--- src/rtl/tnrx_pkg.sv ---
`timescale 1ns / 1ps
`default_nettype none
// ----------------------------------------------------------------------------
// tnrx_pkg
// Shared types, telnet byte codes and option table for the telnet receive
// negotiator.
// ----------------------------------------------------------------------------
package tnrx_pkg;

    // Telnet command bytes
    localparam logic [7:0] B_IAC  = 8'd255;
    localparam logic [7:0] B_DONT = 8'd254;
    localparam logic [7:0] B_DO   = 8'd253;
    localparam logic [7:0] B_WONT = 8'd252;
    localparam logic [7:0] B_WILL = 8'd251;
    localparam logic [7:0] B_SB   = 8'd250;
    localparam logic [7:0] B_SE   = 8'd240;
    localparam logic [7:0] B_CR   = 8'd13;
    localparam logic [7:0] B_NUL  = 8'd0;
    localparam logic [7:0] B_SEND = 8'd1;
    localparam logic [7:0] OPT_TTYPE = 8'd24;

    // Option table geometry
    localparam int NOPT = 4;

    // Option status codes
    localparam logic [1:0] ST_REQ   = 2'd0;
    localparam logic [1:0] ST_ACT   = 2'd1;
    localparam logic [1:0] ST_INACT = 2'd2;

    // Index of the last byte of the terminal-type reply
    localparam logic [3:0] TTYPE_LAST = 4'd10;

    // Opcode of an input transfer
    localparam logic OP_RX    = 1'b0;
    localparam logic OP_START = 1'b1;

    // Destination of an output byte
    localparam logic DEST_TERM = 1'b0;
    localparam logic DEST_NET  = 1'b1;

    // Parser states, one-hot
    typedef enum logic [9:0] {
        PS_TOP    = 10'b00_0000_0001,
        PS_IAC    = 10'b00_0000_0010,
        PS_WILL   = 10'b00_0000_0100,
        PS_WONT   = 10'b00_0000_1000,
        PS_DO     = 10'b00_0001_0000,
        PS_DONT   = 10'b00_0010_0000,
        PS_SB     = 10'b00_0100_0000,
        PS_SUB    = 10'b00_1000_0000,
        PS_SUBIAC = 10'b01_0000_0000,
        PS_CR     = 10'b10_0000_0000
    } t_pstate;

    // Kind of output burst
    typedef enum logic [1:0] {
        K_DATA  = 2'd0,  // one terminal byte
        K_REPLY = 2'd1,  // IAC cmd opt
        K_TTYPE = 2'd2,  // IAC SB TTYPE IS VT220 IAC SE
        K_START = 2'd3   // initial request of each entry in mask
    } t_kind;

    // Burst descriptor handed from parser to emitter
    typedef struct packed {
        t_kind            kind;
        logic [7:0]       byte_a;   // data byte or reply command
        logic [7:0]       byte_b;   // reply option
        logic [NOPT-1:0]  mask;     // entries to request on start
    } t_desc;

    // Option table columns
    function automatic logic [7:0] opt_req(input logic [1:0] idx);
        logic [7:0] r;
        unique case (idx)
            2'd0:    r = B_WILL;
            2'd1:    r = B_DO;
            2'd2:    r = B_WILL;
            default: r = B_DO;
        endcase
        return r;
    endfunction

    function automatic logic [7:0] opt_nreq(input logic [1:0] idx);
        logic [7:0] r;
        unique case (idx)
            2'd0:    r = B_WONT;
            2'd1:    r = B_DONT;
            2'd2:    r = B_WONT;
            default: r = B_DONT;
        endcase
        return r;
    endfunction

    function automatic logic [7:0] opt_yes(input logic [1:0] idx);
        logic [7:0] r;
        unique case (idx)
            2'd0:    r = B_DO;
            2'd1:    r = B_WILL;
            2'd2:    r = B_DO;
            default: r = B_WILL;
        endcase
        return r;
    endfunction

    function automatic logic [7:0] opt_no(input logic [1:0] idx);
        logic [7:0] r;
        unique case (idx)
            2'd0:    r = B_DONT;
            2'd1:    r = B_WONT;
            2'd2:    r = B_DONT;
            default: r = B_WONT;
        endcase
        return r;
    endfunction

    function automatic logic [7:0] opt_code(input logic [1:0] idx);
        logic [7:0] r;
        unique case (idx)
            2'd0:    r = OPT_TTYPE;
            2'd1:    r = 8'd1;
            2'd2:    r = 8'd3;
            default: r = 8'd3;
        endcase
        return r;
    endfunction

    // Terminal-type IS reply, byte by byte
    function automatic logic [7:0] ttype_byte(input logic [3:0] idx);
        logic [7:0] r;
        unique case (idx)
            4'd0:    r = B_IAC;
            4'd1:    r = B_SB;
            4'd2:    r = OPT_TTYPE;
            4'd3:    r = 8'd0;    // IS
            4'd4:    r = 8'd86;   // V
            4'd5:    r = 8'd84;   // T
            4'd6:    r = 8'd50;   // 2
            4'd7:    r = 8'd50;   // 2
            4'd8:    r = 8'd48;   // 0
            4'd9:    r = B_IAC;
            4'd10:   r = B_SE;
            default: r = 8'd0;
        endcase
        return r;
    endfunction

endpackage
`default_nettype wire

--- src/rtl/tnrx_if.sv ---
`timescale 1ns / 1ps
`default_nettype none
// ----------------------------------------------------------------------------
// tnrx_in_if / tnrx_out_if
// Valid/ready channels for received bytes in and terminal/network bytes out.
// ----------------------------------------------------------------------------
interface tnrx_in_if;
    logic       valid;
    logic       ready;
    logic       opcode;
    logic [7:0] rx_byte;
    logic       discard_data;

    modport source (output valid, output opcode, output rx_byte,
                    output discard_data, input ready);
    modport sink   (input valid, input opcode, input rx_byte,
                    input discard_data, output ready);
endinterface

interface tnrx_out_if;
    logic       valid;
    logic       ready;
    logic       dest;
    logic [7:0] out_byte;
    logic       last;

    modport source (output valid, output dest, output out_byte,
                    output last, input ready);
    modport sink   (input valid, input dest, input out_byte,
                    input last, output ready);
endinterface
`default_nettype wire

--- src/rtl/tnrx_parser.sv ---
`timescale 1ns / 1ps
`default_nettype none
// ----------------------------------------------------------------------------
// tnrx_parser
// Telnet byte parser and option table. Registers a burst descriptor for the
// emitter, decoding one input transfer per cycle unless the slot stays full.
// ----------------------------------------------------------------------------
module tnrx_parser (
    input  wire                   i_clk,
    input  wire                   i_rst_n,
    tnrx_in_if.sink               i_in,
    output tnrx_pkg::t_desc       o_desc,
    output logic                  o_desc_valid,
    input  wire                   i_desc_take
);

    tnrx_pkg::t_pstate r_state, n_state;
    logic [1:0]        r_opt [tnrx_pkg::NOPT];
    logic [1:0]        n_opt [tnrx_pkg::NOPT];
    logic [7:0]        r_sub_opt, n_sub_opt;
    logic [1:0]        r_sub_cnt, n_sub_cnt;
    logic [7:0]        r_sub_first, n_sub_first;
    tnrx_pkg::t_desc   r_desc, n_desc;
    logic              r_dv, n_dv;
    logic              w_acc;

    // Take a new item when the descriptor slot is free or being emptied
    assign i_in.ready   = !r_dv || i_desc_take;
    assign w_acc        = i_in.valid && i_in.ready;
    assign o_desc       = r_desc;
    assign o_desc_valid = r_dv;

    // Decode and next state
    always_comb begin
        logic [7:0] c;
        logic [7:0] cmd;
        logic       found;
        c           = i_in.rx_byte;
        cmd         = tnrx_pkg::B_WILL;
        found       = 1'b0;
        n_state     = r_state;
        n_opt       = r_opt;
        n_sub_opt   = r_sub_opt;
        n_sub_cnt   = r_sub_cnt;
        n_sub_first = r_sub_first;
        n_desc      = '0;
        n_dv        = 1'b0;

        if (i_in.opcode == tnrx_pkg::OP_START) begin
            // Initial requests for entries still pending
            n_desc.kind = tnrx_pkg::K_START;
            for (int i = 0; i < tnrx_pkg::NOPT; i++) begin
                n_desc.mask[i] = (r_opt[i] == tnrx_pkg::ST_REQ);
            end
            n_dv = |n_desc.mask;
        end else begin
            unique case (r_state)
                tnrx_pkg::PS_IAC: begin
                    priority if (c == tnrx_pkg::B_DO)   n_state = tnrx_pkg::PS_DO;
                    else if (c == tnrx_pkg::B_DONT)     n_state = tnrx_pkg::PS_DONT;
                    else if (c == tnrx_pkg::B_WILL)     n_state = tnrx_pkg::PS_WILL;
                    else if (c == tnrx_pkg::B_WONT)     n_state = tnrx_pkg::PS_WONT;
                    else if (c == tnrx_pkg::B_SB)       n_state = tnrx_pkg::PS_SB;
                    else                                n_state = tnrx_pkg::PS_TOP;
                end
                tnrx_pkg::PS_WILL, tnrx_pkg::PS_WONT,
                tnrx_pkg::PS_DO, tnrx_pkg::PS_DONT: begin
                    unique case (r_state)
                        tnrx_pkg::PS_WILL: cmd = tnrx_pkg::B_WILL;
                        tnrx_pkg::PS_WONT: cmd = tnrx_pkg::B_WONT;
                        tnrx_pkg::PS_DO:   cmd = tnrx_pkg::B_DO;
                        default:           cmd = tnrx_pkg::B_DONT;
                    endcase
                    n_desc.kind   = tnrx_pkg::K_REPLY;
                    n_desc.byte_b = c;
                    // First entry whose option and command both match wins
                    for (int i = 0; i < tnrx_pkg::NOPT; i++) begin
                        if (!found && tnrx_pkg::opt_code(2'(i)) == c) begin
                            if (tnrx_pkg::opt_yes(2'(i)) == cmd) begin
                                found         = 1'b1;
                                n_desc.byte_a = tnrx_pkg::opt_req(2'(i));
                                n_dv          = (r_opt[i] != tnrx_pkg::ST_REQ) &&
                                                (r_opt[i] != tnrx_pkg::ST_ACT);
                                n_opt[i]      = tnrx_pkg::ST_ACT;
                            end else if (tnrx_pkg::opt_no(2'(i)) == cmd) begin
                                found         = 1'b1;
                                n_desc.byte_a = tnrx_pkg::opt_nreq(2'(i));
                                n_dv          = (r_opt[i] == tnrx_pkg::ST_ACT);
                                n_opt[i]      = tnrx_pkg::ST_INACT;
                            end
                        end
                    end
                    // Refuse anything not in the table
                    if (!found) begin
                        n_desc.byte_a = (cmd == tnrx_pkg::B_WILL) ?
                                        tnrx_pkg::B_DONT : tnrx_pkg::B_WONT;
                        n_dv          = 1'b1;
                    end
                    n_state = tnrx_pkg::PS_TOP;
                end
                tnrx_pkg::PS_SB: begin
                    n_sub_opt = c;
                    n_sub_cnt = 2'd0;
                    n_state   = tnrx_pkg::PS_SUB;
                end
                tnrx_pkg::PS_SUB, tnrx_pkg::PS_SUBIAC: begin
                    if (r_state == tnrx_pkg::PS_SUB && c == tnrx_pkg::B_IAC) begin
                        n_state = tnrx_pkg::PS_SUBIAC;
                    end else if (r_state == tnrx_pkg::PS_SUBIAC &&
                                 c == tnrx_pkg::B_SE) begin
                        // End of subnegotiation: answer terminal-type SEND
                        n_desc.kind = tnrx_pkg::K_TTYPE;
                        n_dv        = (r_sub_opt == tnrx_pkg::OPT_TTYPE) &&
                                      (r_sub_cnt == 2'd1) &&
                                      (r_sub_first == tnrx_pkg::B_SEND);
                        n_state     = tnrx_pkg::PS_TOP;
                    end else begin
                        // Data byte: keep first, count saturates at two
                        if (r_sub_cnt == 2'd0) n_sub_first = c;
                        if (r_sub_cnt != 2'd2) n_sub_cnt = r_sub_cnt + 2'd1;
                        n_state = tnrx_pkg::PS_SUB;
                    end
                end
                default: begin
                    // Top level and after CR
                    priority if (c == tnrx_pkg::B_NUL && r_state == tnrx_pkg::PS_CR) begin
                        n_state = tnrx_pkg::PS_TOP;
                    end else if (c == tnrx_pkg::B_IAC) begin
                        n_state = tnrx_pkg::PS_IAC;
                    end else begin
                        n_desc.kind   = tnrx_pkg::K_DATA;
                        n_desc.byte_a = c;
                        n_dv          = !i_in.discard_data;
                        n_state       = (c == tnrx_pkg::B_CR) ?
                                        tnrx_pkg::PS_CR : tnrx_pkg::PS_TOP;
                    end
                end
            endcase
        end
    end

    // Parser state and option table
    always_ff @(posedge i_clk) begin
        if (!i_rst_n) begin
            r_state     <= tnrx_pkg::PS_TOP;
            r_sub_opt   <= 8'd0;
            r_sub_cnt   <= 2'd0;
            r_sub_first <= 8'd0;
            for (int i = 0; i < tnrx_pkg::NOPT; i++) begin
                r_opt[i] <= tnrx_pkg::ST_REQ;
            end
        end else if (w_acc) begin
            r_state     <= n_state;
            r_sub_opt   <= n_sub_opt;
            r_sub_cnt   <= n_sub_cnt;
            r_sub_first <= n_sub_first;
            r_opt       <= n_opt;
        end
    end

    // Descriptor slot
    always_ff @(posedge i_clk) begin
        if (!i_rst_n) begin
            r_dv <= 1'b0;
        end else if (w_acc) begin
            r_dv <= n_dv;
        end else if (i_desc_take) begin
            r_dv <= 1'b0;
        end
    end

    always_ff @(posedge i_clk) begin
        if (!i_rst_n) begin
            r_desc <= '0;
        end else if (w_acc) begin
            r_desc <= n_desc;
        end
    end

    // Checks
    a_sub_cnt_sat: assert property (@(posedge i_clk) disable iff (!i_rst_n)
        r_sub_cnt != 2'd3)
        else $error("subnegotiation count beyond saturation");
    a_start_keeps_state: assert property (@(posedge i_clk) disable iff (!i_rst_n)
        (w_acc && i_in.opcode == tnrx_pkg::OP_START) |=> $stable(r_state))
        else $error("start command changed parser state");
    a_desc_held: assert property (@(posedge i_clk) disable iff (!i_rst_n)
        (r_dv && !i_desc_take) |=> (r_dv && $stable(r_desc)))
        else $error("pending descriptor lost");

endmodule
`default_nettype wire

--- src/rtl/tnrx_emitter.sv ---
`timescale 1ns / 1ps
`default_nettype none
// ----------------------------------------------------------------------------
// tnrx_emitter
// Holds one burst descriptor and sends its bytes, one output transfer per
// cycle while the receiver is ready, flagging the final byte of each burst.
// ----------------------------------------------------------------------------
module tnrx_emitter (
    input  wire                   i_clk,
    input  wire                   i_rst_n,
    input  tnrx_pkg::t_desc       i_desc,
    input  wire                   i_desc_valid,
    output logic                  o_desc_take,
    tnrx_out_if.source            o_out
);

    logic                      r_busy;
    tnrx_pkg::t_desc           r_desc;
    logic [3:0]                r_idx;
    logic [tnrx_pkg::NOPT-1:0] r_mask;
    logic [tnrx_pkg::NOPT-1:0] w_low;
    logic [tnrx_pkg::NOPT-1:0] w_rest;
    logic [1:0]                w_ent;
    logic [7:0]                w_byte;
    logic                      w_last;

    // Lowest pending entry of a start burst
    assign w_low  = r_mask & (~r_mask + 1'b1);
    assign w_rest = r_mask & ~w_low;

    always_comb begin
        w_ent = 2'd0;
        for (int i = tnrx_pkg::NOPT - 1; i >= 0; i--) begin
            if (w_low[i]) w_ent = 2'(i);
        end
    end

    // Byte select and last flag
    always_comb begin
        w_byte = tnrx_pkg::B_IAC;
        w_last = 1'b0;
        unique case (r_desc.kind)
            tnrx_pkg::K_DATA: begin
                w_byte = r_desc.byte_a;
                w_last = 1'b1;
            end
            tnrx_pkg::K_REPLY: begin
                if (r_idx == 4'd1)      w_byte = r_desc.byte_a;
                else if (r_idx == 4'd2) w_byte = r_desc.byte_b;
                w_last = (r_idx == 4'd2);
            end
            tnrx_pkg::K_TTYPE: begin
                w_byte = tnrx_pkg::ttype_byte(r_idx);
                w_last = (r_idx == tnrx_pkg::TTYPE_LAST);
            end
            tnrx_pkg::K_START: begin
                if (r_idx == 4'd1)      w_byte = tnrx_pkg::opt_req(w_ent);
                else if (r_idx == 4'd2) w_byte = tnrx_pkg::opt_code(w_ent);
                w_last = (r_idx == 4'd2) && (w_rest == '0);
            end
        endcase
    end

    assign o_out.valid    = r_busy;
    assign o_out.dest     = (r_desc.kind == tnrx_pkg::K_DATA) ?
                            tnrx_pkg::DEST_TERM : tnrx_pkg::DEST_NET;
    assign o_out.out_byte = w_byte;
    assign o_out.last     = w_last;
    assign o_desc_take    = !r_busy || (o_out.ready && w_last);

    // Burst sequencing
    always_ff @(posedge i_clk) begin
        if (!i_rst_n) begin
            r_busy <= 1'b0;
        end else if (o_desc_take) begin
            r_busy <= i_desc_valid;
        end
    end

    always_ff @(posedge i_clk) begin
        if (o_desc_take) begin
            r_desc <= i_desc;
            r_idx  <= 4'd0;
            r_mask <= i_desc.mask;
        end else if (o_out.ready) begin
            if (r_desc.kind == tnrx_pkg::K_START && r_idx == 4'd2) begin
                r_idx  <= 4'd0;
                r_mask <= w_rest;
            end else begin
                r_idx <= r_idx + 4'd1;
            end
        end
    end

    // Checks
    a_start_mask: assert property (@(posedge i_clk) disable iff (!i_rst_n)
        (r_busy && r_desc.kind == tnrx_pkg::K_START) |-> (r_mask != '0))
        else $error("start burst with no pending entry");
    a_idx_range: assert property (@(posedge i_clk) disable iff (!i_rst_n)
        (r_busy && r_desc.kind != tnrx_pkg::K_TTYPE) |-> (r_idx <= 4'd2))
        else $error("reply index out of range");
    a_burst_continues: assert property (@(posedge i_clk) disable iff (!i_rst_n)
        (r_busy && o_out.ready && !w_last) |=> r_busy)
        else $error("burst ended without last byte");

endmodule
`default_nettype wire

--- src/rtl/telnet_receive_negotiator_unit.sv ---
`timescale 1ns / 1ps
`default_nettype none
// Path: the parser's descriptor register, then the emitter's burst register.
// Throughput: one input transfer per cycle while each causes at most one byte
// and the receiver is ready; an item causing 3, 11 or up to 12 bytes keeps the
// emitter busy. The output byte stream limits it: one byte per cycle if ready.
// Reset: synchronous active-low; parser at top level, all options requested.
// ----------------------------------------------------------------------------
// telnet_receive_negotiator_unit
// Telnet receive side: splits terminal data from IAC commands, tracks four
// option entries and sends negotiation replies toward the network.
// ----------------------------------------------------------------------------
module telnet_receive_negotiator_unit (
    input  wire        i_clk,
    input  wire        i_rst_n,
    tnrx_in_if.sink    i_in,
    tnrx_out_if.source o_out
);

    tnrx_pkg::t_desc w_desc;
    logic            w_desc_valid;
    logic            w_desc_take;

    // Parser and option table
    tnrx_parser u_parser (
        .i_clk        (i_clk),
        .i_rst_n      (i_rst_n),
        .i_in         (i_in),
        .o_desc       (w_desc),
        .o_desc_valid (w_desc_valid),
        .i_desc_take  (w_desc_take)
    );

    // Byte sequencer
    tnrx_emitter u_emitter (
        .i_clk        (i_clk),
        .i_rst_n      (i_rst_n),
        .i_desc       (w_desc),
        .i_desc_valid (w_desc_valid),
        .o_desc_take  (w_desc_take),
        .o_out        (o_out)
    );

endmodule
`default_nettype wire

--- src/flat_wrapper.sv ---
// flat-port wrapper written by rule: the top's interface ports become plain ports
module telnet_receive_negotiator_unit_flat 
  (i_clk, i_rst_n, i_in_valid, i_in_opcode, i_in_rx_byte, i_in_discard_data, i_in_ready, o_out_valid, o_out_dest, o_out_out_byte, o_out_last, o_out_ready);
  tnrx_in_if i_in_i ();
  tnrx_out_if o_out_i ();
  input  wire i_clk;
  input  wire i_rst_n;
  input wire logic [$bits(i_in_i.valid)-1:0] i_in_valid;
  input wire logic [$bits(i_in_i.opcode)-1:0] i_in_opcode;
  input wire logic [$bits(i_in_i.rx_byte)-1:0] i_in_rx_byte;
  input wire logic [$bits(i_in_i.discard_data)-1:0] i_in_discard_data;
  output wire logic [$bits(i_in_i.ready)-1:0] i_in_ready;
  output wire logic [$bits(o_out_i.valid)-1:0] o_out_valid;
  output wire logic [$bits(o_out_i.dest)-1:0] o_out_dest;
  output wire logic [$bits(o_out_i.out_byte)-1:0] o_out_out_byte;
  output wire logic [$bits(o_out_i.last)-1:0] o_out_last;
  input wire logic [$bits(o_out_i.ready)-1:0] o_out_ready;
  assign i_in_i.valid = i_in_valid;
  assign i_in_i.opcode = i_in_opcode;
  assign i_in_i.rx_byte = i_in_rx_byte;
  assign i_in_i.discard_data = i_in_discard_data;
  assign i_in_ready = i_in_i.ready;
  assign o_out_valid = o_out_i.valid;
  assign o_out_dest = o_out_i.dest;
  assign o_out_out_byte = o_out_i.out_byte;
  assign o_out_last = o_out_i.last;
  assign o_out_i.ready = o_out_ready;
  telnet_receive_negotiator_unit u_core (.i_clk(i_clk), .i_rst_n(i_rst_n), .i_in(i_in_i), .o_out(o_out_i));
endmodule
--- config.mk ---
export PLATFORM = sky130hd
export DESIGN_NAME = telnet_receive_negotiator_unit_flat
export DESIGN_NICKNAME = d
export VERILOG_FILES = /design/src/rtl/tnrx_pkg.sv /design/src/rtl/tnrx_if.sv /design/src/rtl/tnrx_parser.sv /design/src/rtl/tnrx_emitter.sv /design/src/rtl/telnet_receive_negotiator_unit.sv /design/src/flat_wrapper.sv
export SDC_FILE = /design/constraint.sdc
export NUM_CORES = 1
export LEC_CHECK = 0
export BUFFER_PORTS_ARGS = -buffer_cell sky130_fd_sc_hd__clkbuf_2
export CORE_MARGIN = 5
export CORE_UTILIZATION = 55
export CTS_BUF_LIST = sky130_fd_sc_hd__clkbuf_16
export DETAILED_ROUTE_END_ITERATION = 8
export GPL_TIMING_DRIVEN = 1
export HOLD_SLACK_MARGIN = 0.1
export PLACE_DENSITY = 0.73
export SLEW_MARGIN = 5
export SYNTH_ARGS = -nofsm -noshare
export SYNTH_HDL_FRONTEND = slang
export SYNTH_SLANG_ARGS = --single-unit
export TNS_END_PERCENT = 5
--- constraint.sdc ---
create_clock -name i_clk -period 9.19 [get_ports i_clk]
set_clock_uncertainty 0.15 [all_clocks]
set_input_delay 0.919 -clock i_clk [delete_from_list [all_inputs] [get_ports i_clk]]
set_output_delay 0.919 -clock i_clk [all_outputs]
set_load 0.01 [all_outputs]
==> reports/metrics.csv <==
metric,value,unit
drive_gt1_share,11.6,%
startpoint_type,flop,
grt_pass1_wl,19.9,mm
clock-root-buffer,clkbuf_16,
synth_top_cell_by_area,dfxtp_1,
dp_hpwl,8.65,mm
post-synth-top-count-cell,dfxtp_1,
critPathKind,flop to output port,
cts-hold-fix-buffers,0,
p_leak,1.96,nW
detail_route.vias_per_cell,6.34,
synthCells,562,
path_clk_slew,0.07,ns
seq_area_frac_synth,42.7,%
syn_to_final_growth,8.70,%
worst_slew_pin_slew,1.14,ns
antenna_cells,0,
setup_viol,0,
synth.cell_area,4920,sq um
synth_edf_count,22,
syn_nets,587,
grt_pass1_vias,4066,
cts_resized,0,
seq_area,2100,sq um
rsz0062_at_grt,no,
hp-class,flop to flop,
synth_area_leaders,"dfxtp_1 29%, edfxtp_1 13%, nand2_1 4.1%, nor2_1 4.1%, o21ai_0 4.0%",
cts_buffers,9,
overflow,0,
multi_input_comb_area,2610,sq um
synthArstFlopShare,0,%
drtIter0Drc,332,
grt_start_max_net_pins,37,
synth_area_per_cell,8.76,sq um
drv_cap,0,
max-slew-margin-rel,23.9,%
cpMaxStageDelayCell,nand2_1,
antenna_found_initial,0,
port_buffers,25,
postCtsSetupRepairBufs,0,
arrival,2.97,ns
endpoint_kind,output port,
outcome,finished clean,
die_h,105,um
crit_required,8.12,ns
grt.total_usage,22.1,%
hold_viol,0,
wl_per_cell,17.8,um
synth.distinct_cells,79,
peakVddDrop,0.0785,mV
die_w,105,um
ys_seq_elements,94,
p_per_area,171,nW/um^2
io_pins,26,
slew_violations,0,
dr_total_vias,4304,
die_area,10900,sq um
synthDominantCellAreaShare,29.3,%
clock_sinks,94,
min_period,4.04,ns
drc_errors,0,
cp_max_fo,30,
timing.final.ws_setup,5.15,ns
fillers,749,
drtPass1Iterations,5,
std_cell_rows,34,
setup_tns,0,ns
drt.antenna.violating_nets,0,
htreeDepth,3,
cp_slowest_stage_delay,0.78,ns
dp_slack,5.51,ns
initial_core_util,56.4,%
synthFlopType,dfxtp_1,
worstSkewPairLatency,0.35,ns
wl,12.1,mm
cts_tree,yes,
crit_top_cell,nand2_1,
gp_congestion,0.875,
yosysWarnings,0,
path_cells,mux2_2 -> o21ai_2 -> o221ai_1 -> nand2_1 -> inv_1 -> nand2_1 -> clkbuf_2,
synth_commonest_cells,"72 x dfxtp_1, 54 x nand2_1, 54 x nor2_1",
clockBufferDepth,2,
max_freq,248,MHz
finalNetCount,591,
fin_crit_sh,43.9,%
fp.coreArea,8720,sq um
worst paths after layout:
check	from	to	slack (ns)	depth (start not counted)
hold / removal	u_core.u_parser.o_desc[12]	u_core.u_emitter.r_desc[12]	0.29	0
setup reg to reg	u_core.u_emitter.r_desc[20]	flop	5.66	10
hold reg to reg	u_core.u_parser.o_desc[12]	u_core.u_emitter.r_desc[12]	0.29	0
setup / recovery	u_core.u_emitter.r_desc[20]	i_in_ready	5.15	7
stage by stage:
step / hold slack [ns] / total power, mW / cell area [sq um] / util [%] / cells
finish: 0.291 / 0.914 / 5350 / 61.3 / 679
global route: 0.313 / 0.952 / 5350 / 61.3 / 679
CTS: 0.290 / 0.917 / 5350 / 61.3 / 679
detailed placement: 0.273 / 0.557 / 5050 / 57.9 / 663
global placement: 0.269 / 0.554 / 5050 / 57.9 / 663
floorplan: 0.258 / 0.523 / 4920 / - / 562
flip-flops by register name, summed over array words and instances, names as in the netlist, named ones only:
| register | flops |
|---|---|
| u_core.u_parser.o_desc | 22 |
| u_core.u_emitter.r_idx | 4 |
| u_core.u_parser.r_opt | 8 |
| u_core.u_parser.r_sub_cnt | 2 |
| u_core.u_parser.r_sub_first | 8 |
| u_core.u_emitter.o_out.valid | 1 |
| u_core.u_parser.o_desc_valid | 1 |
| u_core.u_emitter.r_mask | 4 |
| u_core.u_parser.r_sub_opt | 8 |
| u_core.u_parser.r_state | 10 |
| u_core.u_emitter.r_desc | 18 |
layout make-up:
class / count / share of cell area (%)
sequential: 94 / 39.3
inverter: 19 / 1.33
clock inverter: 7 / 1.33
tap: 108 / 2.53
timing repair buffer: 26 / 2.48
clock buffer: 9 / 4.21
multi-input combinational: 416 / 48.8
report_power, final:
group	internal, mW	leakage (nW)	total (mW)	switching [mW]
sequential	0.438	0.839	0.453	0.0150
combinational	0.0342	0.975	0.0952	0.0610
clock	0.192	0.148	0.366	0.174
per-layer routing:
| layer | GRT usage [%] | wire (um) | vias to the layer above |
|---|---|---|---|
| met5 | 0 | 0 | - |
| li1 | - | - | 2092 |
| met3 | 4.75 | 776 | 32 |
| met1 | 28.1 | 5080 | 2013 |
| met2 | 36.4 | 5890 | 167 |
| met4 | 9.22 | 359 | 0 |
cell usage in the layout, fill, tap and decap left out, types with 10 or more instances in the layout:
cell      Yosys  layout
mux2i_1      10      10
ha_1         11      11
inv_1        17      17
nor2_1       54      54
nand3_1      29      29
nor3_1       16      16
dfxtp_1      72      72
edfxtp_1     22      22
o21ai_0      39      39
nand2_1      54      54
clkbuf_2      1      25
a21oi_1      38      38
cell families (layout without fill, tap and decap cells):
group	count (synthesis)	count (layout)	share of synthesized area [%]
AOI/OAI and AO/OA	151	151	20.5
xor gates and xnor gates	7	7	1.25
adders and majority gates	12	12	3.00
buffers and inverters	52	61	4.22
DFF	94	94	42.7
muxes	12	12	2.72
and+or+nand+nor	234	234	25.6
worst max-delay path: cells and delay by family (launching register included):
family | cells | cell delay (ns)
and+or+nand+nor | 2 | 0.89
DFF | 1 | 0.67
muxes | 1 | 0.41
AOI/OAI and AO/OA | 2 | 0.39
buffers and inverters | 2 | 0.27
(Power assumes the default switching activity.)
